<file path="src/hw/rtl/oled_pkg.sv">
// Shared types, constants and the 6x8 font ROM of the OLED text glyph streamer.
package oled_pkg;

    // Field widths
    localparam int CHAR_W         = 8;
    localparam int START_COLUMN_W = 7;
    localparam int COLUMN_W       = 8;
    localparam int PAGE_W         = 3;
    localparam int ADDR_W         = 7;
    localparam int BYTE_W         = 8;

    // Stream packing
    localparam int S_TDATA_W      = 24;
    localparam int S_CHAR_LSB     = 0;
    localparam int S_COLUMN_LSB   = S_CHAR_LSB + CHAR_W;
    localparam int S_PAGE_LSB     = S_COLUMN_LSB + START_COLUMN_W;
    localparam int M_TDATA_W      = 16;
    localparam int M_ADDR_LSB     = 0;
    localparam int M_PAYLOAD_LSB  = M_ADDR_LSB + ADDR_W;

    // Display geometry and font
    localparam int GLYPH_COLUMNS  = 6;
    localparam int PAGE_COUNT     = 8;
    localparam int GLYPH_COUNT    = 92;
    localparam int GLYPH_INDEX_W  = $clog2(GLYPH_COUNT);
    localparam logic [CHAR_W-1:0]   FIRST_GLYPH = 8'd32;
    localparam logic [CHAR_W-1:0]   LAST_GLYPH  = CHAR_W'(32 + GLYPH_COUNT - 1);
    localparam logic [COLUMN_W-1:0] WRAP_LIMIT  = 8'd126;

    // Byte sequence per character
    localparam int CMD_BYTES      = 3;
    localparam int BYTES_PER_CHAR = CMD_BYTES + GLYPH_COLUMNS;
    localparam int COUNT_W        = $clog2(BYTES_PER_CHAR);
    localparam int COL_IDX_W      = $clog2(GLYPH_COLUMNS);
    localparam logic [COUNT_W-1:0] BYTE_PAGE     = COUNT_W'(0);
    localparam logic [COUNT_W-1:0] BYTE_COL_HIGH = COUNT_W'(1);
    localparam logic [COUNT_W-1:0] BYTE_COL_LOW  = COUNT_W'(2);
    localparam logic [COUNT_W-1:0] BYTE_FINAL    = COUNT_W'(BYTES_PER_CHAR - 1);

    // Controller command codes
    localparam logic [BYTE_W-1:0] CMD_PAGE_BASE   = 8'hB0;
    localparam logic [BYTE_W-1:0] CMD_COL_HIGH    = 8'h10;
    localparam logic [BYTE_W-1:0] CMD_NIBBLE_MASK = 8'h0F;

    localparam logic [ADDR_W-1:0] DEVICE_ADDRESS_RESET = 7'd60;

    // Queue between front and back
    localparam int QUEUE_DEPTH = 2;
    localparam int QUEUE_PTR_W = $clog2(QUEUE_DEPTH);
    localparam int QUEUE_CNT_W = $clog2(QUEUE_DEPTH + 1);

    typedef struct packed {
        logic [PAGE_W-1:0]         page;
        logic [START_COLUMN_W-1:0] column;
        logic                      glyph_valid;
        logic [GLYPH_INDEX_W-1:0]  glyph_index;
    } oled_desc_t;

    // Column 0 sits in the top byte, matching the reading order of the table
    typedef logic [GLYPH_COLUMNS-1:0][BYTE_W-1:0] glyph_row_t;

    function automatic glyph_row_t font_row(input logic [GLYPH_INDEX_W-1:0] idx);
        unique case (idx)
            7'd0:  font_row = 48'h000000000000;
            7'd1:  font_row = 48'h0000002f0000;
            7'd2:  font_row = 48'h000007000700;
            7'd3:  font_row = 48'h00147f147f14;
            7'd4:  font_row = 48'h00242a7f2a12;
            7'd5:  font_row = 48'h006264081323;
            7'd6:  font_row = 48'h003649552250;
            7'd7:  font_row = 48'h000005030000;
            7'd8:  font_row = 48'h00001c224100;
            7'd9:  font_row = 48'h000041221c00;
            7'd10: font_row = 48'h0014083e0814;
            7'd11: font_row = 48'h0008083e0808;
            7'd12: font_row = 48'h000000a06000;
            7'd13: font_row = 48'h000808080808;
            7'd14: font_row = 48'h000060600000;
            7'd15: font_row = 48'h002010080402;
            7'd16: font_row = 48'h003e5149453e;
            7'd17: font_row = 48'h0000427f4000;
            7'd18: font_row = 48'h004261514946;
            7'd19: font_row = 48'h002141454b31;
            7'd20: font_row = 48'h001814127f10;
            7'd21: font_row = 48'h002745454539;
            7'd22: font_row = 48'h003c4a494930;
            7'd23: font_row = 48'h000171090503;
            7'd24: font_row = 48'h003649494936;
            7'd25: font_row = 48'h00064949291e;
            7'd26: font_row = 48'h000036360000;
            7'd27: font_row = 48'h000056360000;
            7'd28: font_row = 48'h000814224100;
            7'd29: font_row = 48'h001414141414;
            7'd30: font_row = 48'h000041221408;
            7'd31: font_row = 48'h000201510906;
            7'd32: font_row = 48'h00324959513e;
            7'd33: font_row = 48'h007c1211127c;
            7'd34: font_row = 48'h007f49494936;
            7'd35: font_row = 48'h003e41414122;
            7'd36: font_row = 48'h007f4141221c;
            7'd37: font_row = 48'h007f49494941;
            7'd38: font_row = 48'h007f09090901;
            7'd39: font_row = 48'h003e4149497a;
            7'd40: font_row = 48'h007f0808087f;
            7'd41: font_row = 48'h0000417f4100;
            7'd42: font_row = 48'h002040413f01;
            7'd43: font_row = 48'h007f08142241;
            7'd44: font_row = 48'h007f40404040;
            7'd45: font_row = 48'h007f020c027f;
            7'd46: font_row = 48'h007f0408107f;
            7'd47: font_row = 48'h003e4141413e;
            7'd48: font_row = 48'h007f09090906;
            7'd49: font_row = 48'h003e4151215e;
            7'd50: font_row = 48'h007f09192946;
            7'd51: font_row = 48'h004649494931;
            7'd52: font_row = 48'h0001017f0101;
            7'd53: font_row = 48'h003f4040403f;
            7'd54: font_row = 48'h001f2040201f;
            7'd55: font_row = 48'h003f4038403f;
            7'd56: font_row = 48'h006314081463;
            7'd57: font_row = 48'h000708700807;
            7'd58: font_row = 48'h006151494543;
            7'd59: font_row = 48'h00007f414100;
            7'd60: font_row = 48'h00552a552a55;
            7'd61: font_row = 48'h000041417f00;
            7'd62: font_row = 48'h000402010204;
            7'd63: font_row = 48'h004040404040;
            7'd64: font_row = 48'h000001020400;
            7'd65: font_row = 48'h002054545478;
            7'd66: font_row = 48'h007f48444438;
            7'd67: font_row = 48'h003844444420;
            7'd68: font_row = 48'h00384444487f;
            7'd69: font_row = 48'h003854545418;
            7'd70: font_row = 48'h00087e090102;
            7'd71: font_row = 48'h0018a4a4a47c;
            7'd72: font_row = 48'h007f08040478;
            7'd73: font_row = 48'h0000447d4000;
            7'd74: font_row = 48'h004080847d00;
            7'd75: font_row = 48'h007f10284400;
            7'd76: font_row = 48'h0000417f4000;
            7'd77: font_row = 48'h007c04180478;
            7'd78: font_row = 48'h007c08040478;
            7'd79: font_row = 48'h003844444438;
            7'd80: font_row = 48'h00fc24242418;
            7'd81: font_row = 48'h0018242418fc;
            7'd82: font_row = 48'h007c08040408;
            7'd83: font_row = 48'h004854545420;
            7'd84: font_row = 48'h00043f444020;
            7'd85: font_row = 48'h003c4040207c;
            7'd86: font_row = 48'h001c2040201c;
            7'd87: font_row = 48'h003c4030403c;
            7'd88: font_row = 48'h004428102844;
            7'd89: font_row = 48'h001ca0a0a07c;
            7'd90: font_row = 48'h004464544c44;
            7'd91: font_row = 48'h141414141414;
            default: font_row = '0;
        endcase
    endfunction

endpackage

</file>
<file path="src/hw/rtl/oled_front.sv">
// Front end: accepts characters, keeps the cursor and queues a render descriptor.
module oled_front (
    input  logic                          aclk,
    input  logic                          aresetn,
    input  logic                          s_tvalid,
    output logic                          s_tready,
    // [7:0] character, [14:8] start_column, [17:15] start_page, rest zero
    input  logic [oled_pkg::S_TDATA_W-1:0] s_tdata,
    // [0] start_of_string
    input  logic                          s_tuser,
    input  logic                          q_full,
    output logic                          q_wr_en,
    output oled_pkg::oled_desc_t          q_wr_desc
);
    import oled_pkg::*;

    logic [COLUMN_W-1:0]       cursor_column_reg, cursor_column_next;
    logic [PAGE_W-1:0]         cursor_page_reg, cursor_page_next;
    logic [CHAR_W-1:0]         in_char;
    logic [START_COLUMN_W-1:0] in_column;
    logic [PAGE_W-1:0]         in_page;
    logic [COLUMN_W-1:0]       base_column;
    logic [PAGE_W-1:0]         base_page;
    logic [COLUMN_W-1:0]       draw_column;
    logic [PAGE_W-1:0]         draw_page;

    assign in_char   = s_tdata[S_CHAR_LSB +: CHAR_W];
    assign in_column = s_tdata[S_COLUMN_LSB +: START_COLUMN_W];
    assign in_page   = s_tdata[S_PAGE_LSB +: PAGE_W];

    assign s_tready = !q_full;
    assign q_wr_en  = s_tvalid && s_tready;

    always_comb begin
        if (s_tuser) begin
            base_column = {1'b0, in_column};
            base_page   = PAGE_W'(32'(in_page) % PAGE_COUNT);
        end else begin
            base_column = cursor_column_reg;
            base_page   = cursor_page_reg;
        end

        // past the right edge: restart at column 0 of the next page
        if (base_column > WRAP_LIMIT) begin
            draw_column = '0;
            draw_page   = (base_page == PAGE_W'(PAGE_COUNT - 1)) ? '0 : base_page + 1'b1;
        end else begin
            draw_column = base_column;
            draw_page   = base_page;
        end

        q_wr_desc.page        = draw_page;
        q_wr_desc.column      = draw_column[START_COLUMN_W-1:0];
        q_wr_desc.glyph_valid = (in_char >= FIRST_GLYPH) && (in_char <= LAST_GLYPH);
        q_wr_desc.glyph_index = GLYPH_INDEX_W'(in_char - FIRST_GLYPH);

        cursor_column_next = draw_column + COLUMN_W'(GLYPH_COLUMNS);
        cursor_page_next   = draw_page;
    end

    always_ff @(posedge aclk) begin
        if (!aresetn) begin
            cursor_column_reg <= '0;
            cursor_page_reg   <= '0;
        end else if (q_wr_en) begin
            cursor_column_reg <= cursor_column_next;
            cursor_page_reg   <= cursor_page_next;
        end
    end

endmodule

</file>
<file path="config.mk">
export PLATFORM = sky130hd
export DESIGN_NAME = oled_front
export DESIGN_NICKNAME = d
export VERILOG_FILES = /design/src/hw/rtl/oled_pkg.sv /design/src/hw/rtl/oled_front.sv
export SDC_FILE = /design/constraint.sdc
export NUM_CORES = 1
export LEC_CHECK = 0
export BUFFER_PORTS_ARGS = -buffer_cell sky130_fd_sc_hd__buf_2
export CAP_MARGIN = 15
export CORE_UTILIZATION = 36
export DETAILED_ROUTE_END_ITERATION = 10
export PLACE_DENSITY = 0.64
export SETUP_SLACK_MARGIN = 0.15
export SLEW_MARGIN = 25
export SYNTH_ARGS = -nofsm -noshare
export SYNTH_HDL_FRONTEND = slang
export SYNTH_SLANG_ARGS = --single-unit
</file>
<file path="constraint.sdc">
create_clock -name aclk -period 2 [get_ports aclk]
set_input_delay 0.1 -clock aclk [delete_from_list [all_inputs] [get_ports aclk]]
set_output_delay 0.1 -clock aclk [all_outputs]
set_load 0.1 [all_outputs]
</file>
==> results of run 1 <==
cell type report:
type	count	share of cell area
Timing Repair Buffer	49	0.2711
Inverter	6	0.01749
Clock buffer	4	0.01669
Tap cell	31	0.02464
Multi-Input combinational cell	100	0.5262
Sequential cell	11	0.1439
timing repair:
item / 4_1_cts / 5_1_grt
setup endpoints to repair: 8 / 9
setup buffers: 3 / 1
pin swaps: 2 / 0
resized for setup: 8 / 10
logic make-up after synthesis:
| kind of cell | after synthesis |
|---|---|
| AOI/OAI and AO/OA | 31 |
| muxes | 10 |
| xor gates and xnor gates | 5 |
| DFF | 11 |
| adders and majority gates | 2 |
| buffers and inverters | 19 |
| and+or+nand+nor | 52 |
through the flow:
step                power [mW]  TNS (ns)  worst slack [ns]
finish                  0.8791         0           0.02397
global route            0.9164  -0.05179          -0.05179
CTS                     0.8730         0           0.04701
detailed placement      0.7048         0            0.1415
global placement        0.6995         0            0.1862
floorplan               0.5926         0           0.03187
routing by layer:
layer / up-vias / global-route usage
met5: - / 0
met4: 0 / 0.04181
met3: 4 / 0.06279
met2: 38 / 0.3112
met1: 527 / 0.2378
li1: 541 / -
placed cells by master (no fill, tap or decap), types with 3 or more instances in the layout:
cell and instances:
sky130_fd_sc_hd__nor2_1 9, sky130_fd_sc_hd__nand3_1 9, sky130_fd_sc_hd__buf_2 28, sky130_fd_sc_hd__mux2i_1 5, sky130_fd_sc_hd__o21ai_0 5, sky130_fd_sc_hd__buf_4 10, sky130_fd_sc_hd__nor2_4 8, sky130_fd_sc_hd__dfxtp_2 5
sky130_fd_sc_hd__a21oi_1 3, sky130_fd_sc_hd__clkbuf_4 3, sky130_fd_sc_hd__inv_1 4, sky130_fd_sc_hd__dfxtp_1 6, sky130_fd_sc_hd__o21a_1 3, sky130_fd_sc_hd__nor3_1 3, sky130_fd_sc_hd__nand2_1 6, sky130_fd_sc_hd__buf_12 10
sky130_fd_sc_hd__xor2_1 4
worst max path at each step:
stage	start	slack [ns]	endpoint
detailed placement	s_tuser	0.14	q_wr_desc[16]
floorplan	s_tuser	0.03	q_wr_desc[16]
global route	cursor_page_reg[0]$_SDFFE_PN0P_	-0.05	q_wr_desc[16]
CTS	cursor_page_reg[1]$_SDFFE_PN0P_	0.05	q_wr_desc[16]
global placement	s_tuser	0.19	q_wr_desc[16]
finish	cursor_page_reg[0]$_SDFFE_PN0P_	0.02	q_wr_desc[16]
report_power, final:
part / leakage [nW] / switching (mW) / internal, mW
Combinational: 0.573 / 0.317 / 0.163
Clock: 0.0150 / 0.0767 / 0.0773
Sequential: 0.0921 / 0.0133 / 0.231
Total: 0.680 / 0.407 / 0.472
critical path, delay by kind of cell (launching register included):
kind / cells / cell delay (ns)
adders and majority gates: 1 / 0.29
DFF: 1 / 0.31
and+or+nand+nor: 1 / 0.12
buffers and inverters: 1 / 0.18
muxes: 3 / 0.50
AOI/OAI and AO/OA: 1 / 0.21
cells in the mapped netlist, types with 4 or more instances:
library cell,n
sky130_fd_sc_hd__a21oi_1,4
sky130_fd_sc_hd__buf_4,7
sky130_fd_sc_hd__dfxtp_1,11
sky130_fd_sc_hd__inv_1,5
sky130_fd_sc_hd__mux2i_1,6
sky130_fd_sc_hd__nand2_1,6
sky130_fd_sc_hd__nand3_1,9
sky130_fd_sc_hd__nor2_1,18
sky130_fd_sc_hd__o21ai_0,6
sky130_fd_sc_hd__xor2_1,4
==> PnR_summary.wiki, run 1 <==
{| class="wikitable"
! Metric !! Value
|-
| Worst reg-to-reg path cell count || 8
|-
| Flop and latch count out of synthesis || 11
|-
| Synthesized cell area || between 0.001 and 0.0015 sq mm
|-
| Synth area leaders || sky130_fd_sc_hd__dfxtp_1 (21%), sky130_fd_sc_hd__nor2_1 (6.4%), sky130_fd_sc_hd__mux2i_1 (5.7%)
|-
| Detailed-route wire length per cell || between 10 and 15 um
|-
| Max stage delay on crit path || 0.31 ns
|-
| Status || complete, no violations
|-
| Num Clock Sinks || 11
|-
| Leakage power of the design || 0.6799 nW
|-
| Class of the tightest hold or removal check || input port to flop
|-
| Final wirelength || approximately 2900 um
|-
| Drc violations || 0
|-
| Remaining antenna violation count || 0
|-
| Fraction of the yosys area taken by sequential cells || 0.2100
|-
| Combined global-route utilization of all metal layers || 0.1883
|-
| Sum of met2 wire segment lengths after detailed routing || approximately 1400 um
|-
| Worst endpoint required time || roughly 1.9 ns
|-
| Die area || roughly 0.0031 sq mm
|-
| Post-Route Utilization || 0.5708
|-
| Fraction of synthesized area in multiplexers || 0.1026
|-
| Routed length on met1 || 1281 um
|-
| Cell type with the highest aggregate area in the netlist || sky130_fd_sc_hd__dfxtp_1
|-
| Core area || 0.002758 sq mm
|-
| Max-capacitance violation count || 0
|-
| Placed cell areas || between 0.001 and 0.0015 sq mm
|-
| Synth Area per Inst || ~8.1 sq um
|-
| TritonCTS clock tree || yes
|-
| Total iterations of the first detailed-routing run || 4
|-
| Fraction of the cycle the final worst path needs || 0.9880
|-
| Number of cells traversed by the worst hold path || 3
|-
| Max Root-Sink Buffers || 2
|-
| Layout cells sized above 1 || 0.5176
|-
| DRC violation total after the first TritonRoute iteration || 16
|-
| Quantity of I/O buffers inserted on ports || 38
|-
| Shortest period the worst path allows || 1.976 ns
|-
| Number of flops mapped to enable cells by yosys || 0
|-
| WL met3 || 166 um
|-
| Fraction of the mapped netlist area in compound gates || 0.2172
|-
| Maximum achievable frequency || between 500 and 600 MHz
|-
| Latest clock arrival within the worst-skew pair || 0.27 ns
|-
| Adder-cell share of the synthesized area || 0.02387
|-
| Antenna violations before repair || 0
|-
| Maximum net fanout on the critical path || 3
|-
| Type of origin of the critical path || flop
|-
| Clock-pin slew on the worst setup and hold paths || around 0.070 ns
|-
| Width of the die || roughly 56 um
|-
| # IOs || 49
|-
| Initial core utilization || 0.3802
|-
| Max VDD drop || 0.4868 mV
|-
| Yosys cell types || 47
|-
| Row count || 19
|-
| Fraction of synthesized cell area taken by the top area cell type || 0.2100
|-
| Total instance count after detailed placement || about 190
|-
| TritonCTS Buffers || 3
|-
| Gate count after technology mapping || 130
|-
| Destination of the worst hold path || cursor_column_reg[4]$_SDFFE_PN0P_
|-
| FFs w/ async S/R, synth || 0
|-
| Hold slack || 0.1867 ns
|-
| CP Cell Sequence || mux2_4 -> ha_4 -> mux2i_1 -> a22oi_1 -> mux2i_2 -> nor2_4 -> buf_12
|-
| Synthesis warning total || 0
|-
| Launch point of the worst hold path || aresetn
|-
| Simple-gate share of the synthesized area || 0.2947
|-
| Synthesized net count || 161
|-
| Final non-filler cell total || around 200
|-
| Via count of the first global-routing pass || roughly 1.0k
|-
| Combinational family with the most area after synthesis || simple AND/OR/NAND/NOR gates
|-
| Overflow after GRT || 0
|-
| Area occupied by multi-input gates || 828.3 sq um
|-
| Flip-flop count of the largest register after layout || 8
|-
| Slew @ Worst Pin || 0.4533 ns
|-
| Unrepaired setup endpoints after global routing || true
|-
| Flip-flop and latch area || between 200 and 250 sq um
|-
| Vias per Instance || 5.522
|-
| CTS H-Tree Depth || 1
|-
| Final worst clock skew || 0.0003705 ns
|-
| Largest net degree at the start of global routing || 14
|-
| Count of fill cells added during filler insertion || 235
|-
| Cell type of the slowest stage on the worst timing path || sky130_fd_sc_hd__dfxtp_1
|-
| Setup crit end kind || primary output
|-
| Total power per unit cell area || 558.5 mW/mm^2
|-
| Overall die height || 55.97 um
|-
| Category of the critical setup timing path || flop to primary output
|-
| Worst slew slack as a fraction of its limit || 0.6892
|-
| Global placement routability congestion || 0.8522
|-
| Synth Flop Type || sky130_fd_sc_hd__dfxtp_1
|-
| Worst r2r src || cursor_page_reg[0]$_SDFFE_PN0P_
|-
| Top layer used by detailed routing || met4
|-
| Final HPWL from detailed placement || 2161 um
|-
| Post-synthesis to final-layout area growth || 50.12%
|-
| Wire length of the first global-routing pass || 4657 um
|-
| Cts hold-fix bufs || 0
|-
| Antenna diodes || 0
|-
| Final slew viol count || 0
|-
| Setup-violating endpoint count in the final report || 0
|-
| Register-to-register setup slack || roughly 0.14 ns
|-
| Cell area after layout || 0.001574 sq mm
|-
| Vias after detailed routing || 1110
|-
| Terminus of the critical flop-to-flop path || cursor_page_reg[1]$_SDFFE_PN0P_
|-
| WP data arrival || 1.88 ns
|-
| Final hold violation count || 0
|-
| Xor/xnor cell area share of the yosys netlist || 0.04177
|-
| Root buffer cell || sky130_fd_sc_hd__clkbuf_4
|-
| Net count reported at finish || about 200
|}
Note: power is estimated with default switching activity, not from simulation.
==> inputs of run 2 (changes only) <==
- PLACE_DENSITY: 0.64 -> default
==> run 2 against run 1 <==
Setup slack improved by 0.0080 ns; critical path depth did not move; clock skew rose by 0.0011 ns; routed wire length rose by 0.31%; design area rose by 1.4%; register-to-register slack improved by 0.25 ns; combinational power barely moved; global-route usage rose by 1.8 points; flip-flop and latch count did not move; critical path type unchanged; critical endpoint unchanged; largest cell class unchanged.
==> PnR_summary.wiki, run 2 (synthesis results as in run 1) <==
{| class="wikitable"
! Metric !! Value
|-
| Status || complete, no violations (unchanged)
|-
| Pre-CTS WS || 0.1433 ns (was 0.1415 ns)
|-
| Category of the critical setup timing path || flop to primary output (unchanged)
|-
| Met2 track utilization from global routing || 0.3282 (was 0.3112)
|-
| Clock-pin slew on the worst setup and hold paths || 0.08 ns (was 0.07 ns)
|-
| Flip-flop count of the largest register after layout || 8 (unchanged)
|-
| Via count of the first global-routing pass || 1063 (was 1044)
|-
| Core area || 0.002758 sq mm (unchanged)
|-
| Register-to-register setup slack || 0.39 ns (was 0.14 ns)
|-
| Most frequent standard cell in the layout excluding fill and tap cells || sky130_fd_sc_hd__buf_2 (unchanged)
|-
| Row count || 19 (unchanged)
|-
| Global-route layer with the greatest usage || met2 (unchanged)
|-
| Setup crit end kind || primary output (unchanged)
|-
| Final worst clock skew || 0.001518 ns (was 0.0003705 ns)
|-
| Final slew viol count || 0 (unchanged)
|-
| Fraction of the cycle the final worst path needs || 0.9840 (was 0.9880)
|-
| Number of cells traversed by the worst hold path || 3 (unchanged)
|-
| Net count reported at finish || 202 (unchanged)
|-
| Root buffer cell || sky130_fd_sc_hd__clkbuf_4 (unchanged)
|-
| Latest clock arrival within the worst-skew pair || 0.28 ns (was 0.27 ns)
|-
| Met1 GRT Util || 0.2882 (was 0.2378)
|-
| Global routing usage on met3 || 0.02558 (was 0.06279)
|-
| Top library cells by usage in the layout, fill and taps aside || sky130_fd_sc_hd__buf_2 (28), sky130_fd_sc_hd__buf_12 (10) (was sky130_fd_sc_hd__buf_2 (28), sky130_fd_sc_hd__buf_12 (10), sky130_fd_sc_hd__buf_4 (10), sky130_fd_sc_hd__nand3_1 (9), sky130_fd_sc_hd__nor2_1 (9))
|-
| Fin worst setup slack || 0.03196 ns (was 0.02397 ns)
|-
| Overall die height || 55.97 um (unchanged)
|-
| Drc violations || 0 (unchanged)
|-
| Cts hold-fix bufs || 0 (unchanged)
|-
| TritonCTS clock tree || yes (unchanged)
|-
| Worst endpoint required time || 1.90 ns (about the same)
|-
| Worst r2r src || cursor_page_reg[0]$_SDFFE_PN0P_ (unchanged)
|-
| Post-route total power || 891.6 uW (was 879.1 uW)
|-
| Post-synthesis to final-layout area growth || 52.15% (was 50.12%)
|-
| Antenna diodes || 0 (unchanged)
|-
| Launch point of the worst hold path || aresetn (unchanged)
|-
| Setup total negative slack || 0 ns (unchanged)
|-
| Width of the die || 55.97 um (unchanged)
|-
| Overflow after GRT || 0 (unchanged)
|-
| Slew @ Worst Pin || 0.5191 ns (was 0.4533 ns)
|-
| Max VDD drop || 0.4179 mV (was 0.4868 mV)
|-
| Max Root-Sink Buffers || 2 (unchanged)
|-
| Antenna violations before repair || 0 (unchanged)
|-
| Final hold violation count || 0 (unchanged)
|-
| Leakage power of the design || 0.6810 nW (was 0.6799 nW)
|-
| Class of the tightest hold or removal check || input port to flop (unchanged)
|-
| # IOs || 49 (unchanged)
|-
| Die area || 0.003132 sq mm (unchanged)
|-
| WP data arrival || 1.87 ns (was 1.88 ns)
|-
| Quantity of I/O buffers inserted on ports || 38 (unchanged)
|-
| Remaining antenna violation count || 0 (unchanged)
|-
| Total power per unit cell area || 558.9 mW/mm^2 (was 558.5 mW/mm^2)
|-
| DRC violation total after the first TritonRoute iteration || 20 (was 16)
|-
| Worst reg-to-reg path cell count || 6 (was 8)
|-
| Vias after detailed routing || 1078 (was 1110)
|-
| Total iterations of the first detailed-routing run || 4 (unchanged)
|-
| Combined global-route utilization of all metal layers || 0.2068 (was 0.1883)
|-
| Setup-violating endpoint count in the final report || 0 (unchanged)
|-
| Unrepaired setup endpoints after global routing || true (unchanged)
|-
| Initial core utilization || 0.3802 (unchanged)
|-
| Max-capacitance violation count || 0 (unchanged)
|-
| Global placement routability congestion || 0.8590 (was 0.8522)
|-
| CTS H-Tree Depth || 1 (unchanged)
|-
| Worst slew slack as a fraction of its limit || 0.6539 (was 0.6892)
|-
| Vias per Instance || 5.363 (was 5.522)
|-
| Shortest period the worst path allows || 1.968 ns (was 1.976 ns)
|-
| Maximum achievable frequency || 508.1 MHz (was 506.1 MHz)
|-
| Wire length of the first global-routing pass || 5071 um (was 4657 um)
|-
| TritonCTS Buffers || 3 (unchanged)
|-
| Final wirelength || 2916 um (was 2907 um)
|-
| Type of origin of the critical path || flop (unchanged)
|-
| Maximum net fanout on the critical path || 3 (unchanged)
|-
| Destination of the worst hold path || cursor_column_reg[4]$_SDFFE_PN0P_ (unchanged)
|-
| Terminus of the critical flop-to-flop path || cursor_page_reg[1]$_SDFFE_PN0P_ (unchanged)
|-
| Largest net degree at the start of global routing || 14 (unchanged)
|-
| Detailed-route wire length per cell || 14.51 um (was 14.46 um)
|-
| Num Clock Sinks || 11 (unchanged)
|-
| Final HPWL from detailed placement || 2152 um (was 2161 um)
|-
| Layout cells sized above 1 || 0.5294 (was 0.5176)
|}
-- run 2: cell counts in the layout (fill, tap and decap cells not counted) --
Identical to the previous run, type by type.
-- run 2: metrics by stage --
| step | cell area (sq um) | util | hold WS, ns | instances |
|---|---|---|---|---|
| floorplan | 1120 | - | 0.2499 | 130 |
| global placement | 1453 | 0.5268 | 0.2012 | 193 |
| detailed placement | 1453 | 0.5268 | 0.2012 | 193 |
| CTS | 1531 | 0.5554 | 0.1832 | 199 |
| global route | 1595 | 0.5785 | 0.1794 | 201 |
| finish | 1595 | 0.5785 | 0.1860 | 201 |
-- run 2: power breakdown --
group          total (mW)  switching [mW]  leakage, nW  internal [mW]
logic               0.481           0.317        0.574          0.164
registers           0.244          0.0126       0.0924          0.232
clock network       0.166          0.0888       0.0150         0.0775
-- run 2: how the worst max path moves through the flow --
stage                                          from                                end  slack, ns  cells after the start
global placement                            s_tuser  cursor_column_reg[5]$_SDFFE_PN0P_       0.19                      8
CTS                 cursor_page_reg[0]$_SDFFE_PN0P_                      q_wr_desc[16]       0.02                      7
global route        cursor_page_reg[0]$_SDFFE_PN0P_                      q_wr_desc[16]      -0.04                      7
detailed placement                          s_tuser                      q_wr_desc[16]       0.14                      8
finish              cursor_page_reg[0]$_SDFFE_PN0P_                      q_wr_desc[16]       0.03                      7
floorplan                                   s_tuser                      q_wr_desc[16]       0.03                      8
-- run 2: routing by layer --
| layer | up-vias | routed length (um) |
|---|---|---|
| met3 | 4 | 154 |
| met4 | 0 | 28 |
| met5 | - | 0 |
| li1 | 540 | - |
| met1 | 498 | 1371 |
| met2 | 36 | 1361 |
-- run 2: critical path, stage by stage (launching register included) --
cell,delay (ns)
sky130_fd_sc_hd__dfxtp_2,0.32
sky130_fd_sc_hd__mux2_4,0.30
sky130_fd_sc_hd__ha_4,0.23
sky130_fd_sc_hd__mux2i_1,0.16
sky130_fd_sc_hd__a22oi_2,0.10
sky130_fd_sc_hd__mux2i_2,0.26
sky130_fd_sc_hd__nor2_4,0.06
sky130_fd_sc_hd__buf_12,0.17
-- run 2: final cells by class --
class,instances,area (sq um)
timing repair buffer,49,430.4
tap,31,38.79
inverter,6,27.53
fill,250,1162
multi-input combinational,100,844.6
clock buffer,4,26.28
sequential,11,227.7
-- run 2: what timing repair did --
action	CTS	global route
setup buffers	2	2
gates resized for setup	9	14
pin swaps	2	4
endpoints found under the setup margin	9	9
