[src/hw/rtl/oled_pkg.sv]
// Shared types, constants and the 6x8 font ROM of the OLED text glyph streamer.
package oled_pkg;

    // Field widths
    localparam int CHAR_W         = 8;
    localparam int START_COLUMN_W = 7;
    localparam int COLUMN_W       = 8;
    localparam int PAGE_W         = 3;
    localparam int ADDR_W         = 7;
    localparam int BYTE_W         = 8;

    // Stream packing
    localparam int S_TDATA_W      = 24;
    localparam int S_CHAR_LSB     = 0;
    localparam int S_COLUMN_LSB   = S_CHAR_LSB + CHAR_W;
    localparam int S_PAGE_LSB     = S_COLUMN_LSB + START_COLUMN_W;
    localparam int M_TDATA_W      = 16;
    localparam int M_ADDR_LSB     = 0;
    localparam int M_PAYLOAD_LSB  = M_ADDR_LSB + ADDR_W;

    // Display geometry and font
    localparam int GLYPH_COLUMNS  = 6;
    localparam int PAGE_COUNT     = 8;
    localparam int GLYPH_COUNT    = 92;
    localparam int GLYPH_INDEX_W  = $clog2(GLYPH_COUNT);
    localparam logic [CHAR_W-1:0]   FIRST_GLYPH = 8'd32;
    localparam logic [CHAR_W-1:0]   LAST_GLYPH  = CHAR_W'(32 + GLYPH_COUNT - 1);
    localparam logic [COLUMN_W-1:0] WRAP_LIMIT  = 8'd126;

    // Byte sequence per character
    localparam int CMD_BYTES      = 3;
    localparam int BYTES_PER_CHAR = CMD_BYTES + GLYPH_COLUMNS;
    localparam int COUNT_W        = $clog2(BYTES_PER_CHAR);
    localparam int COL_IDX_W      = $clog2(GLYPH_COLUMNS);
    localparam logic [COUNT_W-1:0] BYTE_PAGE     = COUNT_W'(0);
    localparam logic [COUNT_W-1:0] BYTE_COL_HIGH = COUNT_W'(1);
    localparam logic [COUNT_W-1:0] BYTE_COL_LOW  = COUNT_W'(2);
    localparam logic [COUNT_W-1:0] BYTE_FINAL    = COUNT_W'(BYTES_PER_CHAR - 1);

    // Controller command codes
    localparam logic [BYTE_W-1:0] CMD_PAGE_BASE   = 8'hB0;
    localparam logic [BYTE_W-1:0] CMD_COL_HIGH    = 8'h10;
    localparam logic [BYTE_W-1:0] CMD_NIBBLE_MASK = 8'h0F;

    localparam logic [ADDR_W-1:0] DEVICE_ADDRESS_RESET = 7'd60;

    // Queue between front and back
    localparam int QUEUE_DEPTH = 2;
    localparam int QUEUE_PTR_W = $clog2(QUEUE_DEPTH);
    localparam int QUEUE_CNT_W = $clog2(QUEUE_DEPTH + 1);

    typedef struct packed {
        logic [PAGE_W-1:0]         page;
        logic [START_COLUMN_W-1:0] column;
        logic                      glyph_valid;
        logic [GLYPH_INDEX_W-1:0]  glyph_index;
    } oled_desc_t;

    // Column 0 sits in the top byte, matching the reading order of the table
    typedef logic [GLYPH_COLUMNS-1:0][BYTE_W-1:0] glyph_row_t;

    function automatic glyph_row_t font_row(input logic [GLYPH_INDEX_W-1:0] idx);
        unique case (idx)
            7'd0:  font_row = 48'h000000000000;
            7'd1:  font_row = 48'h0000002f0000;
            7'd2:  font_row = 48'h000007000700;
            7'd3:  font_row = 48'h00147f147f14;
            7'd4:  font_row = 48'h00242a7f2a12;
            7'd5:  font_row = 48'h006264081323;
            7'd6:  font_row = 48'h003649552250;
            7'd7:  font_row = 48'h000005030000;
            7'd8:  font_row = 48'h00001c224100;
            7'd9:  font_row = 48'h000041221c00;
            7'd10: font_row = 48'h0014083e0814;
            7'd11: font_row = 48'h0008083e0808;
            7'd12: font_row = 48'h000000a06000;
            7'd13: font_row = 48'h000808080808;
            7'd14: font_row = 48'h000060600000;
            7'd15: font_row = 48'h002010080402;
            7'd16: font_row = 48'h003e5149453e;
            7'd17: font_row = 48'h0000427f4000;
            7'd18: font_row = 48'h004261514946;
            7'd19: font_row = 48'h002141454b31;
            7'd20: font_row = 48'h001814127f10;
            7'd21: font_row = 48'h002745454539;
            7'd22: font_row = 48'h003c4a494930;
            7'd23: font_row = 48'h000171090503;
            7'd24: font_row = 48'h003649494936;
            7'd25: font_row = 48'h00064949291e;
            7'd26: font_row = 48'h000036360000;
            7'd27: font_row = 48'h000056360000;
            7'd28: font_row = 48'h000814224100;
            7'd29: font_row = 48'h001414141414;
            7'd30: font_row = 48'h000041221408;
            7'd31: font_row = 48'h000201510906;
            7'd32: font_row = 48'h00324959513e;
            7'd33: font_row = 48'h007c1211127c;
            7'd34: font_row = 48'h007f49494936;
            7'd35: font_row = 48'h003e41414122;
            7'd36: font_row = 48'h007f4141221c;
            7'd37: font_row = 48'h007f49494941;
            7'd38: font_row = 48'h007f09090901;
            7'd39: font_row = 48'h003e4149497a;
            7'd40: font_row = 48'h007f0808087f;
            7'd41: font_row = 48'h0000417f4100;
            7'd42: font_row = 48'h002040413f01;
            7'd43: font_row = 48'h007f08142241;
            7'd44: font_row = 48'h007f40404040;
            7'd45: font_row = 48'h007f020c027f;
            7'd46: font_row = 48'h007f0408107f;
            7'd47: font_row = 48'h003e4141413e;
            7'd48: font_row = 48'h007f09090906;
            7'd49: font_row = 48'h003e4151215e;
            7'd50: font_row = 48'h007f09192946;
            7'd51: font_row = 48'h004649494931;
            7'd52: font_row = 48'h0001017f0101;
            7'd53: font_row = 48'h003f4040403f;
            7'd54: font_row = 48'h001f2040201f;
            7'd55: font_row = 48'h003f4038403f;
            7'd56: font_row = 48'h006314081463;
            7'd57: font_row = 48'h000708700807;
            7'd58: font_row = 48'h006151494543;
            7'd59: font_row = 48'h00007f414100;
            7'd60: font_row = 48'h00552a552a55;
            7'd61: font_row = 48'h000041417f00;
            7'd62: font_row = 48'h000402010204;
            7'd63: font_row = 48'h004040404040;
            7'd64: font_row = 48'h000001020400;
            7'd65: font_row = 48'h002054545478;
            7'd66: font_row = 48'h007f48444438;
            7'd67: font_row = 48'h003844444420;
            7'd68: font_row = 48'h00384444487f;
            7'd69: font_row = 48'h003854545418;
            7'd70: font_row = 48'h00087e090102;
            7'd71: font_row = 48'h0018a4a4a47c;
            7'd72: font_row = 48'h007f08040478;
            7'd73: font_row = 48'h0000447d4000;
            7'd74: font_row = 48'h004080847d00;
            7'd75: font_row = 48'h007f10284400;
            7'd76: font_row = 48'h0000417f4000;
            7'd77: font_row = 48'h007c04180478;
            7'd78: font_row = 48'h007c08040478;
            7'd79: font_row = 48'h003844444438;
            7'd80: font_row = 48'h00fc24242418;
            7'd81: font_row = 48'h0018242418fc;
            7'd82: font_row = 48'h007c08040408;
            7'd83: font_row = 48'h004854545420;
            7'd84: font_row = 48'h00043f444020;
            7'd85: font_row = 48'h003c4040207c;
            7'd86: font_row = 48'h001c2040201c;
            7'd87: font_row = 48'h003c4030403c;
            7'd88: font_row = 48'h004428102844;
            7'd89: font_row = 48'h001ca0a0a07c;
            7'd90: font_row = 48'h004464544c44;
            7'd91: font_row = 48'h141414141414;
            default: font_row = '0;
        endcase
    endfunction

endpackage

[src/hw/rtl/oled_queue.sv]
// Short descriptor queue between the front and back ends.
module oled_queue (
    input  logic                 aclk,
    input  logic                 aresetn,
    input  logic                 wr_en,
    input  oled_pkg::oled_desc_t wr_desc,
    output logic                 full,
    input  logic                 rd_en,
    output logic                 rd_valid,
    output oled_pkg::oled_desc_t rd_desc
);
    import oled_pkg::*;

    oled_desc_t               entry_reg [QUEUE_DEPTH];
    logic [QUEUE_PTR_W-1:0]   wr_ptr_reg, rd_ptr_reg;
    logic [QUEUE_CNT_W-1:0]   count_reg;

    assign full     = (count_reg == QUEUE_CNT_W'(QUEUE_DEPTH));
    assign rd_valid = (count_reg != '0);
    assign rd_desc  = entry_reg[rd_ptr_reg];

    always_ff @(posedge aclk) begin
        if (wr_en) begin
            entry_reg[wr_ptr_reg] <= wr_desc;
        end
    end

    always_ff @(posedge aclk) begin
        if (!aresetn) begin
            wr_ptr_reg <= '0;
            rd_ptr_reg <= '0;
            count_reg  <= '0;
        end else begin
            if (wr_en) begin
                wr_ptr_reg <= (wr_ptr_reg == QUEUE_PTR_W'(QUEUE_DEPTH - 1)) ?
                              '0 : wr_ptr_reg + 1'b1;
            end
            if (rd_en) begin
                rd_ptr_reg <= (rd_ptr_reg == QUEUE_PTR_W'(QUEUE_DEPTH - 1)) ?
                              '0 : rd_ptr_reg + 1'b1;
            end
            if (wr_en && !rd_en) begin
                count_reg <= count_reg + 1'b1;
            end else if (rd_en && !wr_en) begin
                count_reg <= count_reg - 1'b1;
            end
        end
    end

endmodule

[config.mk]
export PLATFORM = sky130hd
export DESIGN_NAME = oled_queue
export DESIGN_NICKNAME = d
export VERILOG_FILES = /design/src/hw/rtl/oled_pkg.sv /design/src/hw/rtl/oled_queue.sv
export SDC_FILE = /design/constraint.sdc
export NUM_CORES = 1
export LEC_CHECK = 0
export CAP_MARGIN = 15
export CORE_MARGIN = 4
export CORE_UTILIZATION = 60
export CTS_BUF_LIST = sky130_fd_sc_hd__clkbuf_4 sky130_fd_sc_hd__clkbuf_8
export DETAILED_ROUTE_END_ITERATION = 10
export DONT_BUFFER_PORTS = 1
export PLACE_DENSITY = 0.73
export SYNTH_ARGS = -nofsm -noshare
export SYNTH_HDL_FRONTEND = slang
export SYNTH_SLANG_ARGS = --single-unit
[constraint.sdc]
create_clock -name aclk -period 4.1 [get_ports aclk]
set_input_delay 0.82 -clock aclk [delete_from_list [all_inputs] [get_ports aclk]]
set_output_delay 0.82 -clock aclk [all_outputs]
set_load 0.03 [all_outputs]
==> load_flow_metrics.sql, run 1 <==
INSERT INTO impl_metrics (metric_group, metric, value, unit) VALUES
('outcome', 'outcome', 'finished clean', ''),
('critical_path', 'max_stage_delay', '0.82', 'ns'),
('clock_network', 'clkSlewWorstSetupHoldPaths', '0.11', 'ns'),
('critical_path', 'worst_r2r_path_depth', '1', ''),
('detailed_routing', 'postRouteAntennaNets', '0', ''),
('pwr', 'leakagePower', '0.000557', 'µW'),
('pwr', 'irDropWorstVdd', '0.424', 'mV'),
('yosys', 'synth.yosys.warnings', '0', ''),
('detailed_routing', 'num_vias', '640', ''),
('clock_network', 'cts.root.buffer_cell', 'clkbuf_4', ''),
('run', 'max_capacitance_violation_count', '0', ''),
('critical_path', 'worstPathMaxFanout', '18', ''),
('critical_path', 'critical_path.reg2reg.startpoint', 'wr_ptr_reg', ''),
('yosys', 'postSynthCellCount', '78', ''),
('cells_and_area', 'share_of_final_layout_standard_cells_stronger_than_drive_strength_1', '34.5', '%'),
('critical_path', 'path_class', 'register to output pin', ''),
('global_route', 'wire_length_of_the_first_global_routing_pass', '3340', 'µm'),
('yosys', 'synth_cell_types', '17', ''),
('floorplanning', 'chipWidth', '58.4', 'µm'),
('critical_path', 'timing.critical_path.cells', 'mux2_2', ''),
('floorplanning', 'die_area', '3410', 'µm²'),
('yosys', 'synth_flop_cell', 'edfxtp_1', ''),
('timing', 'finalMaxSlewViolations', '0', ''),
('global_route', 'grt_max_degree', '20', ''),
('detailed_routing', 'routed_wl', '2070', 'µm'),
('worst_hold_path', 'timing.hold.worst_path_depth', '2', ''),
('pwr', 'total_power', '862', 'µW'),
('critical_path', 'worstSetupEndpointType', 'output pin', ''),
('clock_network', 'clock_insertion_delay_at_the_later_pin_of_the_skew_report', '0.33', 'ns'),
('clock_network', 'cts_made_buffers', '5', ''),
('global_route', 'track_usage', '14.2', '%'),
('global_route', 'number_of_antenna_violations_at_the_first_check_in_global_routing', '0', ''),
('clock_network', 'ctsResizeCount', '0', ''),
('timing', 'final_worst_path_period_need', '2.48', 'ns'),
('yosys', 'netlist.top_cell.by_area', 'edfxtp_1', ''),
('cells_and_area', 'area_growth_syn_to_layout', '7.24', '%'),
('floorplanning', 'core_area', '2320', 'µm²'),
('global_route', 'number_of_global_route_vias_before_repair', '691', ''),
('floorplanning', 'start_util', '65.6', '%'),
('worst_hold_path', 'hold_start', 'count_reg[1]', ''),
('cells_and_area', 'finalNetCount', '106', ''),
('timing', 'setup_total_negative_slack', '0', 'ns'),
('yosys', 'synth_seq_cells', '41', ''),
('yosys', 'synth_area_leaders', 'edfxtp_1 71%, mux2_2 13%, dfxtp_1 6.6%', ''),
('timing', 'tightestPinTransition', '0.939', 'ns'),
('place', 'hpwl', '1420', 'µm'),
('clock_network', 'cts_sinks', '41', ''),
('timing', 'finalCritPeriodShare', '60.6', '%'),
('global_route', 'gr-total-overflow', '0', ''),
('timing', 'grt_setup_unrepaired', 'false', ''),
('yosys', 'most_common_library_cells_after_synthesis', '36 x edfxtp_1, 18 x mux2_2, 5 x dfxtp_1', ''),
('timing', 'slew_headroom', '37.1', '%'),
('detailed_routing', 'vias_per_cell', '5.71', ''),
('cells_and_area', 'largest_register_ffs', '36', ''),
('place', 'placed_cell_area', '1540', 'µm²'),
('worst_hold_path', 'whs_endpoint', 'count_reg[1]', ''),
('pwr', 'areal_power_density_over_the_cells', '528', 'nW/µm²'),
('detailed_routing', 'route.detailed.wl_per_inst', '18.5', 'µm'),
('critical_path', 'setup.worst_path.start_class', 'register', ''),
('place', 'globalplace.congestion', '0.606', ''),
('clock_network', 'cts_htree_levels', '2', ''),
('cells_and_area', 'post_layout_inst_area', '1630', 'µm²'),
('detailed_routing', 'first_drt_iteration_drcs', '13', ''),
('timing', 'worst_hold_slack', '0.519', 'ns'),
('yosys', 'syn_nets', '101', ''),
('critical_path', 'required', '3.28', 'ns'),
('clock_network', 'tritoncts', 'built', ''),
('clock_network', 'post_cts_buffers', '0', ''),
('timing', 'fin_worst_skew', '0.00610', 'ns'),
('critical_path', 'worstPathArrival', '1.66', 'ns'),
('yosys', 'syn-cell-area', '1520', 'µm²');
==> area by class of cell <==
type / instances / area, µm² / share of cell area, %
inverter: 1 / 3.75 / 0.230
sequential: 41 / 1180 / 72.4
clock inverter: 1 / 30.0 / 1.84
multi-input combinational: 34 / 323 / 19.8
clock buffer: 7 / 58.8 / 3.60
tap: 28 / 35.0 / 2.15
==> layer usage <==
layer | vias up | global-route usage [%] | part of all wire [%] | wire, µm
li1 | 301 | - | - | -
met1 | 307 | 14.2 | 35 | 720
met2 | 27 | 22.0 | 52 | 1090
met3 | 5 | 8.11 | 11 | 220
met4 | 0 | 9.93 | 2.2 | 46
met5 | - | 0 | 0 | 0
==> worst max path at each step <==
stage | endpoint | slack [ns] | cells after the start
after global routing | rd_desc[2] | 1.47 | 1
after global placement | rd_desc[7] | 1.94 | 1
after CTS | rd_desc[7] | 1.57 | 1
final | rd_desc[2] | 1.62 | 1
after detailed placement | rd_desc[7] | 1.96 | 1
after floorplan | entry_reg[0][0] | 2.00 | 1
==> cells in the final DEF (no fill, tap or decap) <==
cell type,Yosys,layout
edfxtp_1,36,36
dfxtp_1,5,5
or2_2,1,1
nor2b_2,0,1
inv_1,1,1
mux2_2,18,18
ha_1,1,1
o21a_1,1,1
xnor2_1,1,1
a21boi_1,1,1
and2b_2,1,1
clkbuf_8,0,1
or3_1,1,1
clkbuf_4,0,6
nor2b_1,2,1
bufinv_16,0,1
o21ai_0,1,1
and2_1,4,4
xor2_1,2,2
==> cells by family after synthesis <==
kind of cell | count (synthesis) | share of synthesized area, %
adders and majority gates | 1 | 0.822
DFF | 41 | 77.6
buffers and inverters | 3 | 1.32
AOI/OAI and AO/OA | 3 | 1.32
muxes | 18 | 13.3
xor gates and xnor gates | 3 | 1.73
and+or+nand+nor | 9 | 3.87
==> power by group <==
group | total [µW] | internal (µW) | switching (µW)
sequential | 494 | 480 | 13.7
combinational | 97.1 | 31.1 | 66.0
clock | 271 | 152 | 119
==> stage by stage <==
stage	util [%]	std cells
2_1_floorplan	-	78
3_3_place_gp	66.5	104
3_5_place_dp	66.5	104
4_1_cts	70.4	112
5_1_grt	70.4	112
6_report	70.4	112
No activity file was read; power rests on OpenSTA's default activity.
==> run 2: changes to the inputs <==
--- a/config.mk
+++ b/config.mk
@@ -7,7 +7,7 @@
 export LEC_CHECK = 0
 export CAP_MARGIN = 15
 export CORE_MARGIN = 4
-export CORE_UTILIZATION = 60
+export CORE_UTILIZATION = 58
 export CTS_BUF_LIST = sky130_fd_sc_hd__clkbuf_4 sky130_fd_sc_hd__clkbuf_8
 export DETAILED_ROUTE_END_ITERATION = 10
 export DONT_BUFFER_PORTS = 1
==> constraint.sdc (replaced) <==
create_clock -name aclk -period 2.05 [get_ports aclk]
set_input_delay 0.41 -clock aclk [delete_from_list [all_inputs] [get_ports aclk]]
set_output_delay 0.41 -clock aclk [all_outputs]
set_load 0.03 [all_outputs]
==> run 2 against run 1 <==
Final cell count is 5.4% higher. Non-clock buffer count is 4 higher. Worst hold slack worse by 0.35 ns. Global-route usage is 0.16 points lower. Combinational power is 120% higher. Sequential power is 98% higher. Core utilization is 4.6 points lower. Flip-flop and latch count stayed put. Critical endpoint is now rd_desc[0]. Clock-buffer cell count stayed put. Critical path type unchanged. Sequential share of layout area is 0.61 points lower. Design area is 0.84% higher.
==> load_flow_metrics.sql, run 2 (synthesized netlist as in run 1, its figures left out) <==
INSERT INTO impl_metrics (metric_group, metric, value, unit) VALUES
('detailed_routing', 'vias_per_cell', '5.56', ''),
('critical_path', 'required', '1.64', 'ns'),
('worst_hold_path', 'hold_start', 'wr_desc[10]', ''),
('floorplanning', 'rows', '18', ''),
('timing', 'setup_violations', '0', ''),
('clock_network', 'cts_sinks', '41', ''),
('clock_network', 'tritoncts', 'built', ''),
('detailed_routing', 'num_vias', '656', ''),
('clock_network', 'cts_htree_levels', '2', ''),
('global_route', 'grt.met3_usage', '6.32', '%'),
('timing', 'slew_headroom', '83.2', '%'),
('timing', 'finalCritPeriodShare', '82.9', '%'),
('detailed_routing', 'route.detailed.wl_per_inst', '18.8', 'µm'),
('critical_path', 'regToRegSetupSlack', '0.98', 'ns'),
('detailed_routing', 'routed_wl', '2210', 'µm'),
('critical_path', 'worst_r2r_path_depth', '3', ''),
('global_route', 'use_met1', '13.7', '%'),
('cells_and_area', 'largest_register_ffs', '36', ''),
('detailed_routing', 'drc_errors', '0', ''),
('detailed_routing', 'postRouteAntennaNets', '0', ''),
('timing', 'grt_setup_unrepaired', 'false', ''),
('global_route', 'wire_length_of_the_first_global_routing_pass', '3420', 'µm'),
('pwr', 'leakagePower', '0.000570', 'µW'),
('worst_hold_path', 'whs_endpoint', 'entry_reg[1][10]', ''),
('critical_path', 'setup.worst_path.start_class', 'register', ''),
('clock_network', 'cts_made_buffers', '5', ''),
('global_route', 'track_usage', '14.0', '%'),
('clock_network', 'ctsResizeCount', '0', ''),
('cells_and_area', 'final_common_cell', 'edfxtp_1', ''),
('cells_and_area', 'area_growth_syn_to_layout', '8.14', '%'),
('clock_network', 'number_of_hold_buffers_added_after_cts', '0', ''),
('detailed_routing', 'detail_route.first_pass.iterations', '4', ''),
('detailed_routing', 'first_drt_iteration_drcs', '16', ''),
('critical_path', 'critical_path.reg2reg.startpoint', 'count_reg[0]', ''),
('floorplanning', 'fp.dieH', '59.2', 'µm'),
('floorplanning', 'die_area', '3510', 'µm²'),
('clock_network', 'cts.root.buffer_cell', 'clkbuf_4', ''),
('floorplanning', 'start_util', '60.9', '%'),
('clock_network', 'max-clock-path-buffers', '2', ''),
('global_route', 'number_of_antenna_violations_at_the_first_check_in_global_routing', '0', ''),
('global_route', 'top_usage_layer', 'met2', ''),
('clock_network', 'clkSlewWorstSetupHoldPaths', '0.11', 'ns'),
('clock_network', 'clock_insertion_delay_at_the_later_pin_of_the_skew_report', '0.32', 'ns'),
('cells_and_area', 'layout_common_cells', '36 x edfxtp_1, 18 x mux2_2, 5 x dfxtp_1, 5 x clkbuf_4', ''),
('global_route', 'gr-total-overflow', '0', ''),
('timing', 'timing.fmax', '0.589', 'GHz'),
('pwr', 'areal_power_density_over_the_cells', '985', 'nW/µm²'),
('critical_path', 'worstPathMaxFanout', '9', ''),
('place', 'buffer_ports.inserted', '0', ''),
('worst_hold_path', 'hold_path_class', 'input port to register', ''),
('place', 'globalplace.congestion', '0.620', ''),
('outcome', 'outcome', 'finished clean', ''),
('timing', 'final_worst_path_period_need', '1.70', 'ns'),
('timing', 'fin_worst_skew', '0.00461', 'ns'),
('pwr', 'total_power', '1620', 'µW'),
('critical_path', 'crit-reg2reg-capture', 'count_reg[1]', ''),
('timing', 'hold_violations', '0', ''),
('critical_path', 'worstSetupEndpointType', 'output pin', ''),
('critical_path', 'path_class', 'register to output pin', ''),
('timing', 'setup_total_negative_slack', '0', 'ns'),
('run', 'max_capacitance_violation_count', '0', ''),
('floorplanning', 'boundaryPins', '42', ''),
('global_route', 'number_of_global_route_vias_before_repair', '698', ''),
('cells_and_area', 'finalNetCount', '110', ''),
('pwr', 'irDropWorstVdd', '0.650', 'mV'),
('clock_network', 'post_cts_buffers', '0', ''),
('worst_hold_path', 'timing.hold.worst_path_depth', '0', ''),
('cells_and_area', 'share_of_final_layout_standard_cells_stronger_than_drive_strength_1', '37.5', '%'),
('timing', 'tightestPinTransition', '0.252', 'ns'),
('floorplanning', 'chipWidth', '59.2', 'µm'),
('critical_path', 'worstPathArrival', '1.29', 'ns'),
('global_route', 'use_met2', '24.6', '%'),
('timing', 'finalMaxSlewViolations', '0', ''),
('cells_and_area', 'antennaDiodeCount', '0', ''),
('global_route', 'grt_max_degree', '20', ''),
('floorplanning', 'core_area', '2500', 'µm²');
[run 2: changes by cell type in the layout (fill, tap and decap cells not counted), sizes merged]
cell	change
buf	+4
clkinv	+1
bufinv	-1
[run 2: routing by layer]
layer / vias up / part of all wire (%)
li1: 312 / -
met1: 318 / 36
met2: 24 / 54
met3: 2 / 9.1
met4: 0 / 0.77
met5: - / 0
[run 2: cell type report]
type	instances	area, µm²
flip-flops and latches	41	1180
repair buffers	4	30.0
clock buffers	7	65.1
clock inverters	1	5.00
fillers	175	855
multi-input cells	34	323
well taps	30	37.5
inverters	1	3.75
[run 2: report_power, final]
| part | leakage (µW) | internal (µW) | switching (µW) |
|---|---|---|---|
| logic | 0.000149 | 70.1 | 147 |
| clock network | 0.0000413 | 199 | 230 |
| registers | 0.000379 | 960 | 15.8 |
[run 2: stage by stage]
step | utilization, % | cell area, µm² | worst slack, ns | hold WS (ns) | cells
2_1_floorplan | - | 1520 | 0.363 | 0.461 | 78
3_3_place_gp | 63.0 | 1580 | 0.718 | 0.473 | 110
3_5_place_dp | 63.0 | 1580 | 0.702 | 0.509 | 110
4_1_cts | 65.8 | 1650 | 0.332 | 0.157 | 118
5_1_grt | 65.8 | 1650 | 0.262 | 0.119 | 118
6_report | 65.8 | 1650 | 0.352 | 0.171 | 118
[run 2: worst max-delay path, stage by stage, from the launching register on]
cell and delay (ns):
dfxtp_1 0.34, buf_4 0.18, mux2_2 0.44
[run 2: worst max path at each step]
stage,endpoint,slack (ns),from,cells after the start
after floorplan,entry_reg[0][0],0.36,wr_en,1
after global placement,rd_desc[0],0.72,register,2
after detailed placement,count_reg[1],0.70,rd_en,4
after CTS,rd_desc[0],0.33,register,2
after global routing,rd_desc[13],0.26,register,2
final,rd_desc[0],0.35,register,2
==> run 3: changes to the inputs <==
--- a/config.mk
+++ b/config.mk
@@ -5,6 +5,7 @@
 export SDC_FILE = /design/constraint.sdc
 export NUM_CORES = 1
 export LEC_CHECK = 0
+export ABC_AREA = 1
 export CAP_MARGIN = 15
 export CORE_MARGIN = 4
 export CORE_UTILIZATION = 58
==> constraint.sdc (replaced) <==
create_clock -name aclk -period 1.5 [get_ports aclk]
set_input_delay 0.3 -clock aclk [delete_from_list [all_inputs] [get_ports aclk]]
set_output_delay 0.3 -clock aclk [all_outputs]
set_load 0.03 [all_outputs]
==> run 3 against run 2 <==
The run now ends with negative setup slack left. Worst hold slack lost 0.12 ns. Clock power grew 98%. Synthesized cell count grew 17%. Power up 55%. Critical endpoint is now rd_desc[1]. Combinational power grew 52%. Final cell count is 19% higher. Via count up 17%. Critical path type unchanged. First-iteration DRC count up 63%. Non-clock buffer count rose by 9. Critical path depth unchanged.
==> load_flow_metrics.sql, run 3 <==
INSERT INTO impl_metrics (metric_group, metric, value, unit) VALUES
('place', 'buffer_ports.inserted', '0', ''),
('yosys', 'synth_seq_cells', '41', ''),
('critical_path', 'worstPathMaxFanout', '11', ''),
('yosys', 'synth_flop_cell', 'edfxtp_1', ''),
('yosys', 'postSynthCellCount', '91', ''),
('yosys', 'syn-cell-area', '1580', 'µm²'),
('critical_path', 'crit-reg2reg-capture', 'entry_reg[1][13]', ''),
('critical_path', 'critical_path.reg2reg.startpoint', 'wr_ptr_reg', ''),
('yosys', 'netlist.top_cell.by_area', 'edfxtp_1', ''),
('detailed_routing', 'met3_routed_length', '256', 'µm'),
('detailed_routing', 'routedLengthMet1', '877', 'µm'),
('clock_network', 'cts.root.buffer_cell', 'clkbuf_4', ''),
('detailed_routing', 'detail_route.first_pass.iterations', '4', ''),
('cells_and_area', 'post_layout_inst_area', '1860', 'µm²'),
('global_route', 'grt_max_degree', '14', ''),
('place', 'globalplace.congestion', '0.646', ''),
('floorplanning', 'chipWidth', '60.2', 'µm'),
('clock_network', 'max-clock-path-buffers', '2', ''),
('timing', 'slew_headroom', '78.9', '%'),
('timing', 'finalCritPeriodShare', '103', '%'),
('yosys', 'synth_area_leaders', 'edfxtp_1 68%, mux2_4 9.5%, dfxtp_1 6.3%', ''),
('worst_hold_path', 'hold_path_class', 'input port to register', ''),
('critical_path', 'regToRegSetupSlack', '0.41', 'ns'),
('floorplanning', 'rows', '18', ''),
('run', 'max_capacitance_violation_count', '0', ''),
('yosys', 'area_share_of_fa_ha_maj_cells_after_synthesis', '0.792', '%'),
('yosys', 'synth-edff-count', '36', ''),
('timing', 'fin_worst_skew', '0.00691', 'ns'),
('clock_network', 'post_cts_buffers', '0', ''),
('yosys', 'synth_cell_types', '14', ''),
('cells_and_area', 'area_growth_syn_to_layout', '17.6', '%'),
('detailed_routing', 'routed_wl', '2510', 'µm'),
('yosys', 'synth.mux.area_fraction', '15.2', '%'),
('timing', 'tightestPinTransition', '0.316', 'ns'),
('yosys', 'synthXorXnorAreaFrac', '0', '%'),
('cells_and_area', 'antennaDiodeCount', '0', ''),
('critical_path', 'required', '1.20', 'ns'),
('worst_hold_path', 'hold_start', 'wr_desc[15]', ''),
('critical_path', 'setup.worst_path.start_class', 'register', ''),
('floorplanning', 'fp.dieH', '60.2', 'µm'),
('worst_hold_path', 'timing.hold.worst_path_depth', '0', ''),
('outcome', 'failing_checks', 'negative setup slack', ''),
('clock_network', 'cts_made_buffers', '5', ''),
('yosys', 'synth.most_common_cell', 'edfxtp_1', ''),
('outcome', 'outcome', 'finished with violations', ''),
('critical_path', 'timing.critical_path.cells', 'buf_12, mux2_4', ''),
('timing', 'hold_violations', '0', ''),
('floorplanning', 'start_util', '62.1', '%'),
('detailed_routing', 'drc_errors', '0', ''),
('timing', 'grt_setup_unrepaired', 'true', ''),
('global_route', 'number_of_global_route_vias_before_repair', '791', ''),
('global_route', 'gr-total-overflow', '0', ''),
('yosys', 'synth_top_family_by_area', 'multiplexers', ''),
('floorplanning', 'die_area', '3620', 'µm²'),
('clock_network', 'clock_insertion_delay_at_the_later_pin_of_the_skew_report', '0.34', 'ns'),
('timing', 'final_critical_path_setup_slack', '-0.0409', 'ns'),
('global_route', 'wire_length_of_the_first_global_routing_pass', '3760', 'µm'),
('cells_and_area', 'share_of_final_layout_standard_cells_stronger_than_drive_strength_1', '31.8', '%'),
('cells_and_area', 'utilization', '73.0', '%'),
('detailed_routing', 'num_vias', '767', ''),
('cells_and_area', 'final_common_cell', 'edfxtp_1', ''),
('detailed_routing', 'top_layer_used', 'met4', ''),
('detailed_routing', 'route.detailed.wl_per_inst', '17.9', 'µm'),
('floorplanning', 'core_area', '2540', 'µm²'),
('timing', 'final_worst_path_period_need', '1.54', 'ns'),
('critical_path', 'max_stage_delay', '0.39', 'ns'),
('clock_network', 'cts_htree_levels', '2', ''),
('timing', 'timing.fmax', '0.649', 'GHz'),
('yosys', 'synth.yosys.warnings', '0', ''),
('critical_path', 'worst_r2r_path_depth', '3', ''),
('yosys', 'synth-seq-area-share', '74.7', '%'),
('yosys', 'postSynthAreaPerCell', '17.4', 'µm²'),
('critical_path', 'worstSetupEndpointType', 'output pin', ''),
('detailed_routing', 'first_drt_iteration_drcs', '26', ''),
('clock_network', 'clkSlewWorstSetupHoldPaths', '0.11', 'ns'),
('yosys', 'syn_nets', '114', ''),
('worst_hold_path', 'whs_endpoint', 'entry_reg[0][15]', ''),
('detailed_routing', 'met2WireLength', '1330', 'µm'),
('yosys', 'synth_area_in_compound_gates', '0.633', '%'),
('yosys', 'synth_top_area_share', '68.4', '%'),
('clock_network', 'cts_sinks', '41', ''),
('cells_and_area', 'largest_register_ffs', '36', ''),
('place', 'hpwl', '1620', 'µm'),
('critical_path', 'path_class', 'register to output pin', ''),
('pwr', 'leakagePower', '0.000734', 'µW'),
('critical_path', 'critical_path.slowest_cell', 'dfxtp_4', ''),
('yosys', 'synth_async_sr_flop_share', '0', '%'),
('pwr', 'areal_power_density_over_the_cells', '1350', 'nW/µm²'),
('yosys', 'most_common_library_cells_after_synthesis', '36 x edfxtp_1, 10 x mux2_4, 9 x nand2_1', ''),
('critical_path', 'worstPathArrival', '1.24', 'ns'),
('floorplanning', 'boundaryPins', '42', ''),
('detailed_routing', 'vias_per_cell', '5.48', ''),
('pwr', 'irDropWorstVdd', '1.25', 'mV'),
('clock_network', 'tritoncts', 'built', ''),
('yosys', 'synth-simple-area-share', '4.75', '%'),
('global_route', 'track_usage', '15.3', '%'),
('detailed_routing', 'postRouteAntennaNets', '0', ''),
('timing', 'setup_violations', '18', ''),
('timing', 'finalMaxSlewViolations', '0', ''),
('cells_and_area', 'layout_common_cells', '36 x edfxtp_1, 18 x mux2_4, 9 x nand2_1', ''),
('cells_and_area', 'finalNetCount', '132', ''),
('place', 'placed_cell_area', '1650', 'µm²'),
('global_route', 'number_of_antenna_violations_at_the_first_check_in_global_routing', '0', '');
run 3: changes by cell type after synthesis, moves of 2 or more:
cell	before	now
mux2_2	18	8
mux2_4	0	10
nand2_1	0	9
nor2_1	0	8
inv_1	1	8
and2_1	4	0
nor2b_1	2	0
xor2_1	2	0
run 3: final cells by class:
class	instances	area (µm²)
fill	160	687
inverter	8	30.0
timing repair buffer	13	133
sequential	41	1180
clock inverter	3	65.1
clock buffer	5	37.5
tap	30	37.5
multi-input combinational	40	370
run 3: power breakdown:
group | total, µW | switching, µW | internal (µW)
registers | 1330 | 23.6 | 1310
logic | 329 | 203 | 126
clock network | 848 | 333 | 516
total | 2510 | 559 | 1950
run 3: cells by family (layout without fill, tap and decap cells):
| family | Yosys count | after routing |
|---|---|---|
| simple gates | 19 | 19 |
| buf+inv | 10 | 29 |
| mux | 18 | 18 |
| fa+ha+maj | 1 | 1 |
| flops | 41 | 41 |
| compound gates | 2 | 2 |
run 3: metal layers:
metal | GRT usage (%) | vias to the layer above
met1 | 16.9 | 368
met4 | 5.70 | 0
li1 | - | 363
met3 | 10.2 | 6
met2 | 23.5 | 30
met5 | 0 | -
run 3: worst max path at each step:
| stage | from | end | slack, ns |
|---|---|---|---|
| finish | register | rd_desc[1] | -0.04 |
| global route | register | rd_desc[17] | -0.1 |
| CTS | register | rd_desc[4] | -0.06 |
| detailed placement | register | rd_desc[4] | 0.22 |
| global placement | register | rd_desc[5] | 0.24 |
| floorplan | wr_en | entry_reg[0][0] | 0.002 |
run 3: worst max-delay path, delay by kind of cell (launching register included):
kind	cells	cell delay, ns
buffers and inverters	1	0.15
DFF	1	0.39
muxes	1	0.36
run 3: stage by stage:
| stage | worst slack (ns) | power [µW] | std cells | hold WS (ns) | setup TNS, ns |
|---|---|---|---|---|---|
| after floorplan | 0.00211 | 1610 | 91 | 0.399 | 0 |
| after global placement | 0.240 | 1650 | 126 | 0.399 | 0 |
| after detailed placement | 0.223 | 1650 | 126 | 0.399 | 0 |
| after CTS | -0.0603 | 2520 | 134 | 0.0300 | -1.00 |
| after global routing | -0.0968 | 2610 | 140 | 0.0161 | -1.69 |
| final | -0.0409 | 2510 | 140 | 0.0479 | -0.661 |
run 3: what timing repair did:
action	in CTS	in global routing
endpoints found under the hold margin	0	11
resized for setup	10	2
hold buffers	0	6
cloned	0	0
pin swaps	0	0
endpoints found under the setup margin	18	18
